--- src/cstp_pkg.sv ---
`default_nettype none

package cstp_pkg;

    // Longest word that is still parsed; longer words are skipped whole.
    localparam int MAX_WORD = 511;
    // Word and value counters must hold MAX_WORD + 1.
    localparam int WL_W     = $clog2(MAX_WORD + 2);
    localparam int NUM_W    = 15;
    localparam int PROD_W   = NUM_W + 4;
    localparam int ADDR_W   = 5;
    localparam int DATA_W   = 32;

    localparam int NUM_KEYS = 5;
    localparam int NUM_VALS = 7;

    localparam logic [NUM_W-1:0] NUM_SAT = {NUM_W{1'b1}};
    localparam logic [NUM_W-1:0] PCT_MAX = NUM_W'(100);
    localparam logic [6:0]       PCT7_MAX = 7'd100;
    localparam logic [1:0]       VERT_MAX = 2'd2;
    localparam logic [2:0]       ALIGN_MAX = 3'd4;

    // Key indexes.
    localparam int K_ALIGN    = 0;
    localparam int K_LINE     = 1;
    localparam int K_POSITION = 2;
    localparam int K_SIZE     = 3;
    localparam int K_VERTICAL = 4;

    // Value word indexes; the align words come first, then the vertical words.
    localparam int V_LR = 5;
    localparam int V_RL = 6;
    localparam logic [NUM_VALS-1:0] VAL_ALIGN_SET = 7'b0011111;
    localparam logic [NUM_VALS-1:0] VAL_VERT_SET  = 7'b1100000;

    localparam logic [1:0] VERT_LR = 2'd1;
    localparam logic [1:0] VERT_RL = 2'd2;

    // Byte codes.
    localparam logic [7:0] CH_SPACE = 8'h20;
    localparam logic [7:0] CH_TAB   = 8'h09;
    localparam logic [7:0] CH_LF    = 8'h0A;
    localparam logic [7:0] CH_FF    = 8'h0C;
    localparam logic [7:0] CH_CR    = 8'h0D;
    localparam logic [7:0] CH_COLON = 8'h3A;
    localparam logic [7:0] CH_MINUS = 8'h2D;
    localparam logic [7:0] CH_PCT   = 8'h25;
    localparam logic [7:0] CH_ZERO  = 8'h30;
    localparam logic [7:0] CH_NINE  = 8'h39;

    // Register indexes on the configuration port.
    localparam logic [2:0] REG_LINE     = 3'd0;
    localparam logic [2:0] REG_SNAP     = 3'd1;
    localparam logic [2:0] REG_POSITION = 3'd2;
    localparam logic [2:0] REG_SIZE     = 3'd3;
    localparam logic [2:0] REG_VERTICAL = 3'd4;
    localparam logic [2:0] REG_ALIGN    = 3'd5;

    // Reset values of the default registers and the settings.
    localparam logic signed [15:0] RST_LINE     = -16'sd1;
    localparam logic               RST_SNAP     = 1'b1;
    localparam logic [6:0]         RST_POSITION = 7'd50;
    localparam logic [6:0]         RST_SIZE     = 7'd100;
    localparam logic [1:0]         RST_VERTICAL = 2'd0;
    localparam logic [2:0]         RST_ALIGN    = 3'd1;

    localparam logic signed [15:0] LINE_MIN_RAW = 16'sh8000;
    localparam logic signed [15:0] LINE_MIN     = -16'sd32767;

    typedef enum logic [1:0] {
        PH_GAP,
        PH_KEY,
        PH_VALUE,
        PH_SKIP
    } t_phase;

    typedef struct packed {
        logic       func;
        logic [7:0] char_byte;
        logic       last;
    } t_cue_in;

    typedef struct packed {
        logic signed [15:0] out_line;
        logic               out_snap;
        logic [6:0]         out_size;
        logic [6:0]         out_position;
        logic [1:0]         out_vertical;
        logic [2:0]         out_align;
    } t_cue_out;

    function automatic logic [3:0] key_len(input logic [2:0] k);
        logic [3:0] len;
        case (k)
            3'd0:    len = 4'd5;
            3'd1:    len = 4'd4;
            3'd2:    len = 4'd8;
            3'd3:    len = 4'd4;
            3'd4:    len = 4'd8;
            default: len = 4'd0;
        endcase
        return len;
    endfunction

    function automatic logic [7:0] key_char(input logic [2:0] k, input logic [2:0] p);
        logic [63:0] txt;
        case (k)
            3'd0:    txt = {"align", 24'h0};
            3'd1:    txt = {"line", 32'h0};
            3'd2:    txt = "position";
            3'd3:    txt = {"size", 32'h0};
            3'd4:    txt = "vertical";
            default: txt = 64'h0;
        endcase
        return txt[63 - 8 * p -: 8];
    endfunction

    function automatic logic [3:0] val_len(input logic [2:0] v);
        logic [3:0] len;
        case (v)
            3'd0:    len = 4'd5;
            3'd1:    len = 4'd6;
            3'd2:    len = 4'd3;
            3'd3:    len = 4'd4;
            3'd4:    len = 4'd5;
            3'd5:    len = 4'd2;
            3'd6:    len = 4'd2;
            default: len = 4'd0;
        endcase
        return len;
    endfunction

    function automatic logic [7:0] val_char(input logic [2:0] v, input logic [2:0] p);
        logic [63:0] txt;
        case (v)
            3'd0:    txt = {"start", 24'h0};
            3'd1:    txt = {"middle", 16'h0};
            3'd2:    txt = {"end", 40'h0};
            3'd3:    txt = {"left", 32'h0};
            3'd4:    txt = {"right", 24'h0};
            3'd5:    txt = {"lr", 48'h0};
            3'd6:    txt = {"rl", 48'h0};
            default: txt = 64'h0;
        endcase
        return txt[63 - 8 * p -: 8];
    endfunction

endpackage

`default_nettype wire

--- src/cue_settings_text_parser.sv ---
`default_nettype none

// Channel  | Direction | Handshake                  | Payload
// ---------+-----------+----------------------------+--------------------------------
// in       | input     | i_in_valid / o_in_stall    | i_in_data  (func, byte, last)
// out      | output    | o_out_valid / i_out_stall  | o_out_data (all six settings)
// config   | input     | psel/penable/pwrite/pready | paddr, pwdata, prdata
//
// One input transfer is taken every clock cycle when the output side keeps up.
// A transfer is held in the input register and parsed from there; when it
// carries last, its result is registered into the output register as it leaves.
// Reset is synchronous: it loads the default registers and the settings with
// their reset values and puts the parser between words.
// A stalled result holds up only an item that carries last; bytes before it keep flowing.

module cue_settings_text_parser (
    input  wire                          i_clk,
    input  wire                          i_rst_n,
    input  wire                          i_in_valid,
    output logic                         o_in_stall,
    input  wire cstp_pkg::t_cue_in       i_in_data,
    output logic                         o_out_valid,
    input  wire                          i_out_stall,
    output cstp_pkg::t_cue_out           o_out_data,
    input  wire                          psel,
    input  wire                          penable,
    input  wire                          pwrite,
    input  wire [cstp_pkg::ADDR_W-1:0]   paddr,
    input  wire [cstp_pkg::DATA_W-1:0]   pwdata,
    output logic [cstp_pkg::DATA_W-1:0]  prdata,
    output logic                         pready
);
    import cstp_pkg::*;

    // Default registers written through the configuration port.
    logic signed [15:0] r_def_line;
    logic               r_def_snap;
    logic [6:0]         r_def_position;
    logic [6:0]         r_def_size;
    logic [1:0]         r_def_vertical;
    logic [2:0]         r_def_align;

    // Current settings.
    logic signed [15:0] r_line, n_line;
    logic               r_snap, n_snap;
    logic [6:0]         r_size, n_size;
    logic [6:0]         r_position, n_position;
    logic [1:0]         r_vertical, n_vertical;
    logic [2:0]         r_align, n_align;

    // Parser state.
    t_phase                r_phase, n_phase;
    logic [WL_W-1:0]       r_wlen, n_wlen;
    logic [NUM_KEYS-1:0]   r_kc, n_kc;
    logic [NUM_VALS-1:0]   r_vc, n_vc;
    logic [WL_W-1:0]       r_vi, n_vi;
    logic                  r_dig, n_dig;
    logic [NUM_W-1:0]      r_acc, n_acc;
    logic                  r_minus, n_minus;
    logic                  r_pct, n_pct;

    // Input register and output register.
    logic     r_in_valid;
    t_cue_in  r_in;
    logic     r_out_valid;
    t_cue_out r_out;

    logic cfg_write;
    logic out_free;
    logic fire;
    logic accept;

    // Working values for the byte in the input register.
    logic [7:0]          ch;
    logic                is_space;
    logic                is_digit;
    t_phase              s_phase, w_phase;
    logic [WL_W-1:0]     s_wlen, w_wlen;
    logic [NUM_KEYS-1:0] s_kc, w_kc;
    logic [NUM_VALS-1:0] s_vc, w_vc;
    logic [WL_W-1:0]     s_vi, w_vi;
    logic                s_dig, w_dig;
    logic [NUM_W-1:0]    s_acc, w_acc;
    logic                s_minus, w_minus;
    logic                s_pct, w_pct;
    logic [NUM_KEYS-1:0] key_narrow;
    logic [NUM_KEYS-1:0] key_exact;
    logic [NUM_KEYS-1:0] key_first;
    logic [NUM_VALS-1:0] val_narrow;
    logic [PROD_W-1:0]   acc_prod;

    // Word-end check, fed either by the stored state (whitespace) or by the
    // state just updated with this byte (last byte of the string).
    logic                do_finish;
    t_phase              f_phase;
    logic [NUM_KEYS-1:0] f_kc;
    logic [NUM_VALS-1:0] f_vc;
    logic [WL_W-1:0]     f_vi;
    logic                f_dig;
    logic [NUM_W-1:0]    f_acc;
    logic                f_minus;
    logic                f_pct;
    logic                align_hit;
    logic [2:0]          align_code;
    logic signed [15:0]  acc_signed;
    logic signed [15:0]  def_line_clamped;

    // ------------------------------------------------------------------
    // Configuration port.
    // ------------------------------------------------------------------
    assign pready    = 1'b1;
    assign cfg_write = psel && penable && pwrite && pready;

    always_ff @(posedge i_clk) begin
        if (!i_rst_n) begin
            r_def_line     <= RST_LINE;
            r_def_snap     <= RST_SNAP;
            r_def_position <= RST_POSITION;
            r_def_size     <= RST_SIZE;
            r_def_vertical <= RST_VERTICAL;
            r_def_align    <= RST_ALIGN;
        end else if (cfg_write) begin
            case (paddr[ADDR_W-1:2])
                REG_LINE:     r_def_line     <= $signed(pwdata[15:0]);
                REG_SNAP:     r_def_snap     <= pwdata[0];
                REG_POSITION: r_def_position <= pwdata[6:0];
                REG_SIZE:     r_def_size     <= pwdata[6:0];
                REG_VERTICAL: r_def_vertical <= pwdata[1:0];
                REG_ALIGN:    r_def_align    <= pwdata[2:0];
                default: ;
            endcase
        end
    end

    always_comb begin
        case (paddr[ADDR_W-1:2])
            REG_LINE:     prdata = DATA_W'(r_def_line);
            REG_SNAP:     prdata = DATA_W'(r_def_snap);
            REG_POSITION: prdata = DATA_W'(r_def_position);
            REG_SIZE:     prdata = DATA_W'(r_def_size);
            REG_VERTICAL: prdata = DATA_W'(r_def_vertical);
            REG_ALIGN:    prdata = DATA_W'(r_def_align);
            default:      prdata = '0;
        endcase
    end

    // ------------------------------------------------------------------
    // Handshakes. The parse stage moves on unless it holds a last byte and
    // the output register is still waiting for its transfer.
    // ------------------------------------------------------------------
    assign out_free    = !r_out_valid || !i_out_stall;
    assign fire        = r_in_valid && (!r_in.last || out_free);
    assign o_in_stall  = r_in_valid && !fire;
    assign accept      = i_in_valid && !o_in_stall;
    assign o_out_valid = r_out_valid;
    assign o_out_data  = r_out;

    always_ff @(posedge i_clk) begin
        if (!i_rst_n) begin
            r_in_valid <= 1'b0;
        end else if (accept) begin
            r_in_valid <= 1'b1;
        end else if (fire) begin
            r_in_valid <= 1'b0;
        end
    end

    always_ff @(posedge i_clk) begin
        if (accept) begin
            r_in <= i_in_data;
        end
    end

    // ------------------------------------------------------------------
    // Byte parsing: key and value matching, number accumulation, phase.
    // ------------------------------------------------------------------
    assign ch       = r_in.char_byte;
    assign is_space = (ch == CH_SPACE) || (ch == CH_TAB) || (ch == CH_LF) ||
                      (ch == CH_FF) || (ch == CH_CR);
    assign is_digit = (ch >= CH_ZERO) && (ch <= CH_NINE);

    always_comb begin
        // A byte that opens a word sees freshly cleared word state.
        s_phase = r_phase;
        s_wlen  = r_wlen;
        s_kc    = r_kc;
        s_vc    = r_vc;
        s_vi    = r_vi;
        s_dig   = r_dig;
        s_acc   = r_acc;
        s_minus = r_minus;
        s_pct   = r_pct;
        if (r_phase == PH_GAP) begin
            s_phase = PH_KEY;
            s_wlen  = '0;
            s_kc    = '1;
            s_vc    = '1;
            s_vi    = '0;
            s_dig   = 1'b0;
            s_acc   = '0;
            s_minus = 1'b0;
            s_pct   = 1'b0;
        end

        // The key position is the word length before this byte.
        for (int i = 0; i < NUM_KEYS; i++) begin
            key_narrow[i] = s_kc[i] && (s_wlen < WL_W'(key_len(3'(i)))) &&
                            (key_char(3'(i), s_wlen[2:0]) == ch);
            key_exact[i]  = s_kc[i] && (s_wlen == WL_W'(key_len(3'(i))));
        end
        key_first = '0;
        for (int i = NUM_KEYS - 1; i >= 0; i--) begin
            if (key_exact[i]) begin
                key_first    = '0;
                key_first[i] = 1'b1;
            end
        end
        for (int i = 0; i < NUM_VALS; i++) begin
            val_narrow[i] = s_vc[i] && (s_vi < WL_W'(val_len(3'(i)))) &&
                            (val_char(3'(i), s_vi[2:0]) == ch);
        end
        acc_prod = (PROD_W'(s_acc) << 3) + (PROD_W'(s_acc) << 1) +
                   PROD_W'(ch - CH_ZERO);

        w_phase = s_phase;
        w_wlen  = s_wlen;
        w_kc    = s_kc;
        w_vc    = s_vc;
        w_vi    = s_vi;
        w_dig   = s_dig;
        w_acc   = s_acc;
        w_minus = s_minus;
        w_pct   = s_pct;

        if (w_phase != PH_SKIP) begin
            w_wlen = s_wlen + 1'b1;
            if (w_wlen > WL_W'(MAX_WORD)) begin
                w_phase = PH_SKIP;
            end
        end

        case (w_phase)
            PH_KEY: begin
                if (ch == CH_COLON) begin
                    if ((s_wlen == '0) || (key_exact == '0)) begin
                        w_phase = PH_SKIP;
                    end else begin
                        w_kc    = key_first;
                        w_phase = PH_VALUE;
                        if (key_first[K_ALIGN]) begin
                            w_vc = VAL_ALIGN_SET;
                        end else if (key_first[K_VERTICAL]) begin
                            w_vc = VAL_VERT_SET;
                        end else begin
                            w_vc = '0;
                        end
                    end
                end else begin
                    w_kc = key_narrow;
                    if (key_narrow == '0) begin
                        w_phase = PH_SKIP;
                    end
                end
            end
            PH_VALUE: begin
                if (s_kc[K_ALIGN] || s_kc[K_VERTICAL]) begin
                    w_vc = val_narrow;
                    if (val_narrow == '0) begin
                        w_phase = PH_SKIP;
                    end
                end else if (s_pct) begin
                    // Nothing may follow the percent sign.
                    w_phase = PH_SKIP;
                end else if (is_digit) begin
                    w_dig = 1'b1;
                    w_acc = (acc_prod > PROD_W'(NUM_SAT)) ? NUM_SAT : acc_prod[NUM_W-1:0];
                end else if ((ch == CH_MINUS) && s_kc[K_LINE] && (s_vi == '0)) begin
                    w_minus = 1'b1;
                end else if ((ch == CH_PCT) && s_dig && !s_minus) begin
                    w_pct = 1'b1;
                end else begin
                    w_phase = PH_SKIP;
                end
                if (s_vi <= WL_W'(MAX_WORD)) begin
                    w_vi = s_vi + 1'b1;
                end
            end
            default: ;
        endcase
    end

    // Next parser state. Whitespace, restore and the end of the string all
    // put the parser between words.
    always_comb begin
        n_phase = w_phase;
        n_wlen  = w_wlen;
        n_kc    = w_kc;
        n_vc    = w_vc;
        n_vi    = w_vi;
        n_dig   = w_dig;
        n_acc   = w_acc;
        n_minus = w_minus;
        n_pct   = w_pct;
        if (r_in.func || is_space) begin
            n_phase = PH_GAP;
            n_wlen  = r_wlen;
            n_kc    = r_kc;
            n_vc    = r_vc;
            n_vi    = r_vi;
            n_dig   = r_dig;
            n_acc   = r_acc;
            n_minus = r_minus;
            n_pct   = r_pct;
        end
        if (r_in.last) begin
            n_phase = PH_GAP;
        end
    end

    always_ff @(posedge i_clk) begin
        if (!i_rst_n) begin
            r_phase <= PH_GAP;
            r_wlen  <= '0;
            r_kc    <= '1;
            r_vc    <= '1;
            r_vi    <= '0;
            r_dig   <= 1'b0;
            r_acc   <= '0;
            r_minus <= 1'b0;
            r_pct   <= 1'b0;
        end else if (fire) begin
            r_phase <= n_phase;
            r_wlen  <= n_wlen;
            r_kc    <= n_kc;
            r_vc    <= n_vc;
            r_vi    <= n_vi;
            r_dig   <= n_dig;
            r_acc   <= n_acc;
            r_minus <= n_minus;
            r_pct   <= n_pct;
        end
    end

    // ------------------------------------------------------------------
    // Settings update: a finished word or a restore of the defaults.
    // ------------------------------------------------------------------
    assign do_finish = !r_in.func && (is_space || r_in.last);

    always_comb begin
        f_phase = is_space ? r_phase : w_phase;
        f_kc    = is_space ? r_kc    : w_kc;
        f_vc    = is_space ? r_vc    : w_vc;
        f_vi    = is_space ? r_vi    : w_vi;
        f_dig   = is_space ? r_dig   : w_dig;
        f_acc   = is_space ? r_acc   : w_acc;
        f_minus = is_space ? r_minus : w_minus;
        f_pct   = is_space ? r_pct   : w_pct;

        acc_signed = f_minus ? -$signed({1'b0, f_acc}) : $signed({1'b0, f_acc});

        align_hit  = 1'b0;
        align_code = '0;
        for (int i = V_LR - 1; i >= 0; i--) begin
            if (f_vc[i] && (f_vi == WL_W'(val_len(3'(i))))) begin
                align_hit  = 1'b1;
                align_code = 3'(i);
            end
        end

        def_line_clamped = (r_def_line == LINE_MIN_RAW) ? LINE_MIN : r_def_line;
    end

    always_comb begin
        n_line     = r_line;
        n_snap     = r_snap;
        n_size     = r_size;
        n_position = r_position;
        n_vertical = r_vertical;
        n_align    = r_align;

        if (r_in.func) begin
            // Each default is taken only if it is a legal setting.
            if (r_def_snap || ((def_line_clamped >= 16'sd0) &&
                               (def_line_clamped <= $signed({9'd0, PCT7_MAX})))) begin
                n_line = def_line_clamped;
                n_snap = r_def_snap;
            end
            if (r_def_position <= PCT7_MAX) begin
                n_position = r_def_position;
            end
            if (r_def_size <= PCT7_MAX) begin
                n_size = r_def_size;
            end
            if (r_def_vertical <= VERT_MAX) begin
                n_vertical = r_def_vertical;
            end
            if (r_def_align <= ALIGN_MAX) begin
                n_align = r_def_align;
            end
        end else if (do_finish && (f_phase == PH_VALUE) && (f_vi != '0)) begin
            if (f_kc[K_ALIGN]) begin
                if (align_hit) begin
                    n_align = align_code;
                end
            end else if (f_kc[K_VERTICAL]) begin
                if (f_vc[V_LR] && (f_vi == WL_W'(val_len(3'(V_LR))))) begin
                    n_vertical = VERT_LR;
                end else if (f_vc[V_RL] && (f_vi == WL_W'(val_len(3'(V_RL))))) begin
                    n_vertical = VERT_RL;
                end
            end else if (f_kc[K_LINE]) begin
                if (f_dig) begin
                    if (f_pct) begin
                        if (f_acc <= PCT_MAX) begin
                            n_line = $signed({1'b0, f_acc});
                            n_snap = 1'b0;
                        end
                    end else begin
                        n_line = acc_signed;
                        n_snap = 1'b1;
                    end
                end
            end else if (f_kc[K_SIZE] || f_kc[K_POSITION]) begin
                if (f_dig && f_pct && (f_acc <= PCT_MAX)) begin
                    if (f_kc[K_SIZE]) begin
                        n_size = f_acc[6:0];
                    end else begin
                        n_position = f_acc[6:0];
                    end
                end
            end
        end
    end

    always_ff @(posedge i_clk) begin
        if (!i_rst_n) begin
            r_line     <= RST_LINE;
            r_snap     <= RST_SNAP;
            r_size     <= RST_SIZE;
            r_position <= RST_POSITION;
            r_vertical <= RST_VERTICAL;
            r_align    <= RST_ALIGN;
        end else if (fire) begin
            r_line     <= n_line;
            r_snap     <= n_snap;
            r_size     <= n_size;
            r_position <= n_position;
            r_vertical <= n_vertical;
            r_align    <= n_align;
        end
    end

    // ------------------------------------------------------------------
    // Output register: a last item hands over the updated settings.
    // ------------------------------------------------------------------
    always_ff @(posedge i_clk) begin
        if (!i_rst_n) begin
            r_out_valid <= 1'b0;
        end else if (fire && r_in.last) begin
            r_out_valid <= 1'b1;
        end else if (!i_out_stall) begin
            r_out_valid <= 1'b0;
        end
    end

    always_ff @(posedge i_clk) begin
        if (fire && r_in.last) begin
            r_out.out_line     <= n_line;
            r_out.out_snap     <= n_snap;
            r_out.out_size     <= n_size;
            r_out.out_position <= n_position;
            r_out.out_vertical <= n_vertical;
            r_out.out_align    <= n_align;
        end
    end

    // ------------------------------------------------------------------
    // Assertions.
    // ------------------------------------------------------------------
    a_value_key_onehot: assert property (@(posedge i_clk) disable iff (!i_rst_n)
        (r_phase == PH_VALUE) |-> $onehot(r_kc))
        else $error("value phase without a single matched key");

    a_no_result_overwrite: assert property (@(posedge i_clk) disable iff (!i_rst_n)
        (r_out_valid && i_out_stall) |-> !(fire && r_in.last))
        else $error("pending result overwritten");

    a_last_gives_result: assert property (@(posedge i_clk) disable iff (!i_rst_n)
        (fire && r_in.last) |=> (o_out_valid && (r_phase == PH_GAP)))
        else $error("last item did not produce a result");

    a_settings_legal: assert property (@(posedge i_clk) disable iff (!i_rst_n)
        (r_size <= PCT7_MAX) && (r_position <= PCT7_MAX) &&
        (r_vertical <= VERT_MAX) && (r_align <= ALIGN_MAX) &&
        (r_snap || ((r_line >= 16'sd0) && (r_line <= $signed({9'd0, PCT7_MAX})))))
        else $error("setting out of its legal range");

endmodule

`default_nettype wire

--- config.mk ---
export PLATFORM = sky130hd
export DESIGN_NAME = cue_settings_text_parser
export DESIGN_NICKNAME = d
export VERILOG_FILES = /design/src/cstp_pkg.sv /design/src/cue_settings_text_parser.sv
export SDC_FILE = /design/constraint.sdc
export NUM_CORES = 1
export LEC_CHECK = 0
export BUFFER_PORTS_ARGS = -buffer_cell sky130_fd_sc_hd__buf_2
export CORE_UTILIZATION = 40
export DETAILED_ROUTE_END_ITERATION = 10
export PLACE_DENSITY = 0.54
export SETUP_SLACK_MARGIN = 0.02
export SYNTH_ARGS = -nofsm -noshare
export SYNTH_HDL_FRONTEND = slang
export SYNTH_SLANG_ARGS = --single-unit
--- constraint.sdc ---
create_clock -name i_clk -period 10.2 [get_ports i_clk]
set_clock_uncertainty 0.15 [all_clocks]
set_input_delay 1.53 -clock i_clk [delete_from_list [all_inputs] [get_ports i_clk]]
set_output_delay 1.53 -clock i_clk [all_outputs]
set_load 0.03 [all_outputs]
# Word level (Yosys, flattened, before mapping)

Index checks and enable logic that the tools add are counted.

Bits in registers: 172
RAM bits: 0
Memory bits (read-only): 0
Input port bits: 54
Bits in latches: 0
Memories: 0
Logic and storage cells: 333

Reductions and logical operators: 88
Equal/unequal tests: 39
Shift-type cells: 12
Bitwise logic cells: 1
Divide/modulo/power cells: 0
$mul: 0
Add/sub/neg operators: 8
Muxes and demuxes: 133
Order comparisons: 20

Operators with widths:

| kind                       | count |
|---|---|
| $shiftx A71 B33 Y8 const A | 12 |
| $pmux W32 S6               | 1 |
| $mux W16                   | 11 |
| $mux W7                    | 25 |
| $mux W15                   | 7 |
| $eq A8 B8 Y1               | 12 |
| $mux W10                   | 6 |
| $logic_and A1 B1 Y1        | 53 |
| $eq A10 B3 Y1 const B      | 5 |
| $lt A10 B3 Y1 const B      | 5 |
| $mux W5                    | 10 |
| $mux W2                    | 21 |
| $mux W1                    | 40 |
| $eq A8 B4 Y1 const B       | 4 |
| $eq A8 B6 Y1 const B       | 4 |
| $mux W3                    | 10 |
| $add A10 B1 Y10 const B    | 2 |
| $eq A10 B2 Y1 const B      | 2 |
| $logic_not A10 Y1          | 2 |
| $lt A10 B2 Y1 const B      | 2 |
| $add A18 B16 Y19           | 1 |
| $add A19 B19 Y19           | 1 |
| $gt A19 B15 Y1 const B     | 1 |
| $eq A16 B16 Y1 const B     | 1 |
| 34 further kinds           | 63 |

# Longest topological paths before layout

Depth in word-level cells: 25
Gate-level depth with buffers: 31
Depth with buffers taken out: 23

# Worst setup path after synthesis

Ideal clock, no wire load.

Path kind: reg-to-reg
Start point: reg r_phase[1]
End point: reg r_out, in the netlist o_out_data[11], data pin
Period minus slack after synthesis: 7088 ps
Arrival: 6672 ps
Cell stages (with the launch flop): 30
Path slack: 3112 ps
Cells stage by stage: dfxtp_1 -> or2_2 -> clkbuf_1 -> clkbuf_1 -> clkbuf_1 -> clkbuf_1 -> buf_1 -> nand2_1 -> fa_1 -> inv_1 -> ha_1 -> a211o_1 -> a21o_1 -> and4_1 -> o41a_1 -> a21oi_2 -> nand4_1 -> clkbuf_1 -> o31a_1 -> inv_1 -> ha_1 -> inv_1 -> o21ai_0 -> a31oi_1 -> or4_1 -> buf_4 -> nor3_4 -> buf_4 -> mux2i_1 -> o21ai_1

Longest elaborated chain between the ends: 20
Elaborated cells on any way between the ends: 157

Ends and longest elaborated chain:

| what                                           | RTL line                        | text |
|---|---|---|
| start, declared                                | cue_settings_text_parser.sv:52  | `t_phase r_phase, n_phase;` |
| start signal, assigned                         | cue_settings_text_parser.sv:332 | `r_phase <= n_phase;` |
| $logic_not A2 Y1                               | cue_settings_text_parser.sv:193 | `if (r_phase == PH_GAP) begin` |
| $mux W15, or another cell as far along         | cue_settings_text_parser.sv:193 |  |
| $add A18 B16 Y19, or another cell as far along | cue_settings_text_parser.sv:222 | `acc_prod = (PROD_W'(s_acc) << 3) + (PROD_W'(s_acc) << 1) +` |
| $add A19 B19 Y19, or another cell as far along | cue_settings_text_parser.sv:222 |  |
| $gt A19 B15 Y1, or another cell as far along   | cue_settings_text_parser.sv:276 | `w_acc = (acc_prod > PROD_W'(NUM_SAT)) ? NUM_SAT : acc_prod[NUM_W-1:0];` |
| $mux W15, or another cell as far along         | cue_settings_text_parser.sv:276 |  |
| $mux W15, or another cell as far along         | cue_settings_text_parser.sv:274 | `end else if (is_digit) begin` |
| $mux W15, or another cell as far along         | cue_settings_text_parser.sv:271 | `end else if (s_pct) begin` |
| [... 5 more ...]                               | n/a                             |  |
| $mux W7                                        | cue_settings_text_parser.sv:424 | `if (f_dig && f_pct && (f_acc <= PCT_MAX)) begin` |
| $mux W7                                        | cue_settings_text_parser.sv:423 | `end else if (f_kc[K_SIZE] \|\| f_kc[K_POSITION]) begin` |
| $mux W7                                        | cue_settings_text_parser.sv:411 | `end else if (f_kc[K_LINE]) begin` |
| $mux W7                                        | cue_settings_text_parser.sv:405 | `end else if (f_kc[K_VERTICAL]) begin` |
| $mux W7                                        | cue_settings_text_parser.sv:401 | `if (f_kc[K_ALIGN]) begin` |
| $mux W7 (*)                                    | cue_settings_text_parser.sv:400 | `end else if (do_finish && (f_phase == PH_VALUE) && (f_vi != '0)) begin` |
| $mux W7 (*)                                    | cue_settings_text_parser.sv:381 | `if (r_in.func) begin` |
| net n_position[6]                              | cue_settings_text_parser.sv:47  | `logic [6:0] r_position, n_position;` |
| end, declared                                  | cue_settings_text_parser.sv:66  | `t_cue_out r_out;` |

Mark *: on every way through the listed nets, which the timed path passes. The rest lies on a longest branch.
A chain may end at the register's enable or synchronous reset.

# Worst setup path after layout

Start point: reg r_in, in the netlist ch[4]
End point: reg r_line[7]

Longest elaborated chain between the ends: 18
Elaborated cells on any way between the ends: 103

Ends and longest elaborated chain:

| what                        | RTL line                                                         | text |
|---|---|---|
| start, declared             | cue_settings_text_parser.sv:64                                   | `t_cue_in r_in;` |
| start signal, assigned      | cue_settings_text_parser.sv:170                                  | `r_in <= i_in_data;` |
| $sub A8 B6 Y9               | cue_settings_text_parser.sv:223                                  | `PROD_W'(ch - CH_ZERO);` |
| $add A19 B19 Y19            | cue_settings_text_parser.sv:222                                  |  |
| $gt A19 B15 Y1              | cue_settings_text_parser.sv:276                                  |  |
| $mux W15                    | cue_settings_text_parser.sv:276                                  |  |
| $mux W15                    | cue_settings_text_parser.sv:274                                  |  |
| $mux W15                    | cue_settings_text_parser.sv:271                                  |  |
| $mux W15                    | cue_settings_text_parser.sv:266                                  | `if (s_kc[K_ALIGN] \|\| s_kc[K_VERTICAL]) begin` |
| $mux W15                    | cue_settings_text_parser.sv:242                                  | `case (w_phase)` |
| [... 2 more ...]            | n/a                                                              |  |
| $mux W16 (on tied branches) | cue_settings_text_parser.sv:359, cue_settings_text_parser.sv:414 |  |
| $mux W16                    | cue_settings_text_parser.sv:413                                  | `if (f_pct) begin` |
| $mux W16                    | cue_settings_text_parser.sv:412                                  | `if (f_dig) begin` |
| $mux W16                    | cue_settings_text_parser.sv:411                                  |  |
| $mux W16                    | cue_settings_text_parser.sv:405                                  |  |
| $mux W16                    | cue_settings_text_parser.sv:401                                  |  |
| $mux W16 (*)                | cue_settings_text_parser.sv:400                                  |  |
| $mux W16 (*)                | cue_settings_text_parser.sv:381                                  |  |
| end signal, assigned        | cue_settings_text_parser.sv:444                                  | `r_line <= n_line;` |
| end, declared               | cue_settings_text_parser.sv:44                                   | `logic signed [15:0] r_line, n_line;` |

Mark *: on every way between the ends. The rest lies on a longest branch, timed or not.

==> flow_summary.toml <==
[run_status]
status = "complete, no violations"

[global_routing]
grt.total_usage_pct = 26.18
antenna_found_initial = 0
grt_pass1_vias = 12687
grt_max_degree = 55
gr-total-overflow = 0
grt_pass1_wl_mm = 72.91

[pwr]
leakage_uw = 0.005879
p_sw_uw = 484.9
peakVddDrop_v = 0.0001154
clkPwrFrac_pct = 40.5
swShare_pct = 30.16
powerDensity_mw_per_mm2 = 108.0
internal_power_uw = 1123
p_comb_share_pct = 14.1
seqPwrFrac_pct = 45.5

[sta]
min_period_ns = 8.228
hold_viol = 0
setup_tns_ns = 0
final-max-slew-violation-count = 0
clock.fmax_ghz = 0.1215
setup_viol = 0
period_share_pct = 80.66
slew_headroom_pct = 24.87
rsz0062_at_grt = "false"
worst_slew_pin_slew_ns = 1.127

[setup_path]
path_class = "flop to flop"
worstPathArrival_ns = 8.43
cp.required_ns = 10.40
crit_path_start_kind = "flop"
path_max_fanout = 14
worstSetupEndpointType = "flop"

[clock_tree]
post_cts_buffers = 0
ctsResizeCount = 0
cts_sinks = 172
clk_path_buf_depth = 2
cts_tree = "yes"
hold_buffers = 0
clk-insertion-delay-late_ns = 0.46
htree_levels = 4
numCtsBuffers = 17
cts-root-buf = "clkbuf_16"
clk_pin_slew_ns = 0.08

[synth]
ys_types = 92
ys_seq_area_share_pct = 28.57
syn_inst = 1789
yosys_warnings = 0
synth_fp_nets = 1900
syn_area_mm2 = 0.01366
postSynthAreaPerCell_um2 = 7.637
ys_async_sr_fraction_pct = 0
synth_edf_count = 46
ys_ff_latch = 172
ys.flop_type = "dfxtp_1"

[route]
first_pass_iters = 5
routed_wl_mm = 46.15
drc = 0
vias_per_cell = 6.092
drtIter0Drc = 1314
ant_nets = 0
num_vias = 13738
wl_per_cell_um = 20.46

[floorplan]
core_mm2 = 0.03353
fp.dieH_um = 186.8
ios = 125
die_x_um = 186.8
die_area_mm2 = 0.03490
start_util_pct = 40.74
rows = 67

[layout]
n_antenna_cell = 0
nNetsFinal = 1905
utilization_pct = 44.39
area_delta_synth_final_pct = 8.957
drive_above_1_share_pct = 11.84

[placed_design]
gp_congestion = 0.9119
portBuffers = 105
dpl.hpwl_mm = 33.23

[min_path]
holdCritPathClass = "flop to flop"

[run]
max_cap_violations = 0
kinds of logic after synthesis:
logic type / Yosys count / share of synthesized area (%)
flops: 172 / 28.57
buf+inv: 218 / 6.695
mux: 45 / 3.398
simple gates: 670 / 24.00
compound gates: 572 / 28.23
xor+xnor: 53 / 3.398
other cells: 1 / 0.02745
fa+ha+maj: 58 / 5.678
power groups by stage:
stage               combinational [uW]  clock, uW  sequential [uW]
floorplan                          158          0              743
global placement                   221          0              746
detailed placement                 223          0              746
CTS                                224        664              730
global route                       246        691              732
finish                             226        651              731
path summary, 6_finish.rpt:
kind | endpoint | from | cells after the start | slack [ns]
setup / recovery | r_line[7]$_SDFFE_PN1P_ | ch[4]$_DFFE_PP_ | 21 | 1.97
setup reg to reg | r_line[7]$_SDFFE_PN1P_ | ch[4]$_DFFE_PP_ | 21 | 1.97
hold / removal | r_position[2]$_SDFFE_PN0P_ | r_position[2]$_SDFFE_PN0P_ | 2 | 0.33
hold reg to reg | r_position[2]$_SDFFE_PN0P_ | r_position[2]$_SDFFE_PN0P_ | 2 | 0.33
worst max-delay path, cell delays in order, from the launching register on:
cell and delay [ns]:
edfxtp_1 0.64, ha_1 0.41, or3_1 0.51, fa_1 0.59, inv_1 0.04, ha_1 0.43, a21oi_1 0.37, nor2_1 0.10
a2111oi_1 0.55, a211o_1 0.26, and3b_1 0.24, nand4_1 0.41, o31a_1 0.49, inv_1 0.22, ha_1 0.24, inv_1 0.09
o21ai_0 0.08, a31oi_1 0.19, o31ai_2 0.69, a21oi_1 0.52, nand2b_1 0.48, a221o_1 0.42
Yosys cell counts, types with 17 or more instances:
cell type | instances | area [um^2]
nand2_1 | 204 | 765.7
nor2_1 | 163 | 611.8
dfxtp_1 | 126 | 2522
a21oi_1 | 122 | 610.6
o21ai_0 | 119 | 595.6
clkbuf_1 | 110 | 412.9
inv_1 | 70 | 262.8
nand3_1 | 59 | 295.3
ha_1 | 50 | 625.6
edfxtp_1 | 46 | 1381
nor3_1 | 44 | 220.2
a31oi_1 | 42 | 262.8
xnor2_1 | 38 | 332.8
mux2i_1 | 34 | 340.3
a22oi_1 | 28 | 210.2
o21a_1 | 27 | 202.7
and2_1 | 25 | 156.4
and3_1 | 24 | 150.1
nand2b_1 | 23 | 143.9
nor4_1 | 22 | 137.6
buf_4 | 21 | 157.7
or3_1 | 20 | 125.1
o31ai_1 | 18 | 135.1
o211ai_1 | 17 | 127.6
o22ai_1 | 17 | 106.4
state kept, by name (all words and copies together), names as in the netlist, 2 cells and up:
| name | flops |
|---|---|
| ch | 8 |
| o_out_data | 36 |
| r_acc | 15 |
| r_align | 3 |
| r_def_align | 3 |
| r_def_line | 16 |
| r_def_position | 7 |
| r_def_size | 7 |
| r_def_vertical | 2 |
| r_in | 2 |
| r_kc | 5 |
| r_line | 16 |
| r_phase | 2 |
| r_position | 7 |
| r_size | 7 |
| r_vc | 7 |
| r_vertical | 2 |
| r_vi | 10 |
| r_wlen | 10 |
routing by layer:
layer,global-route usage (%),vias up,wire (um)
met4,8.260,0,1019
met1,37.09,6576,21680
met3,3.396,66,2855
met5,0,-,0
li1,-,6584,-
met2,41.12,512,20600
through the flow:
stage / area, um^2 / power [uW] / worst slack (ns) / instances / hold slack (ns)
final: 14890 / 1608 / 1.972 / 2255 / 0.3289
after global routing: 14890 / 1669 / 1.525 / 2255 / 0.3629
after CTS: 14890 / 1618 / 2.074 / 2255 / 0.3297
after detailed placement: 14320 / 968.5 / 2.100 / 2223 / 0.3123
after global placement: 14320 / 967.0 / 2.140 / 2223 / 0.2945
after floorplan: 13660 / 900.6 / 3.112 / 1789 / 0.2851
layout by cell type (no fill, tap or decap), drive strengths merged, types with 9 or more instances in the layout:
cell type	instances
nor3	47
clkbuf	19
nand2b	23
nor3b	10
a21oi	124
a21o	16
and3	24
nor4	22
a32oi	13
nor2	164
buf	130
mux2i	34
edfxtp	46
a22oi	28
o21a	27
o211ai	17
mux2	11
nand3	59
a211o	9
a31o	9
nand3b	10
a31oi	43
inv	79
dfxtp	126
nand2	204
o31ai	20
ha	50
xor2	15
nand4	12
a221oi	9
xnor2	38
o2111ai	10
o22ai	17
or3	20
and2	27
or2	10
a211oi	16
o21ai	127
final cells by class:
type | count | area, um^2
Clock inverter | 13 | 105.1
Fill cell | 3492 | 18650
Inverter | 74 | 277.8
Sequential cell | 172 | 3904
Timing Repair Buffer | 130 | 713.2
Tap cell | 448 | 560.5
Clock buffer | 19 | 464.2
Multi-Input combinational cell | 1399 | 8861
No activity file was read; power rests on OpenSTA's default activity.
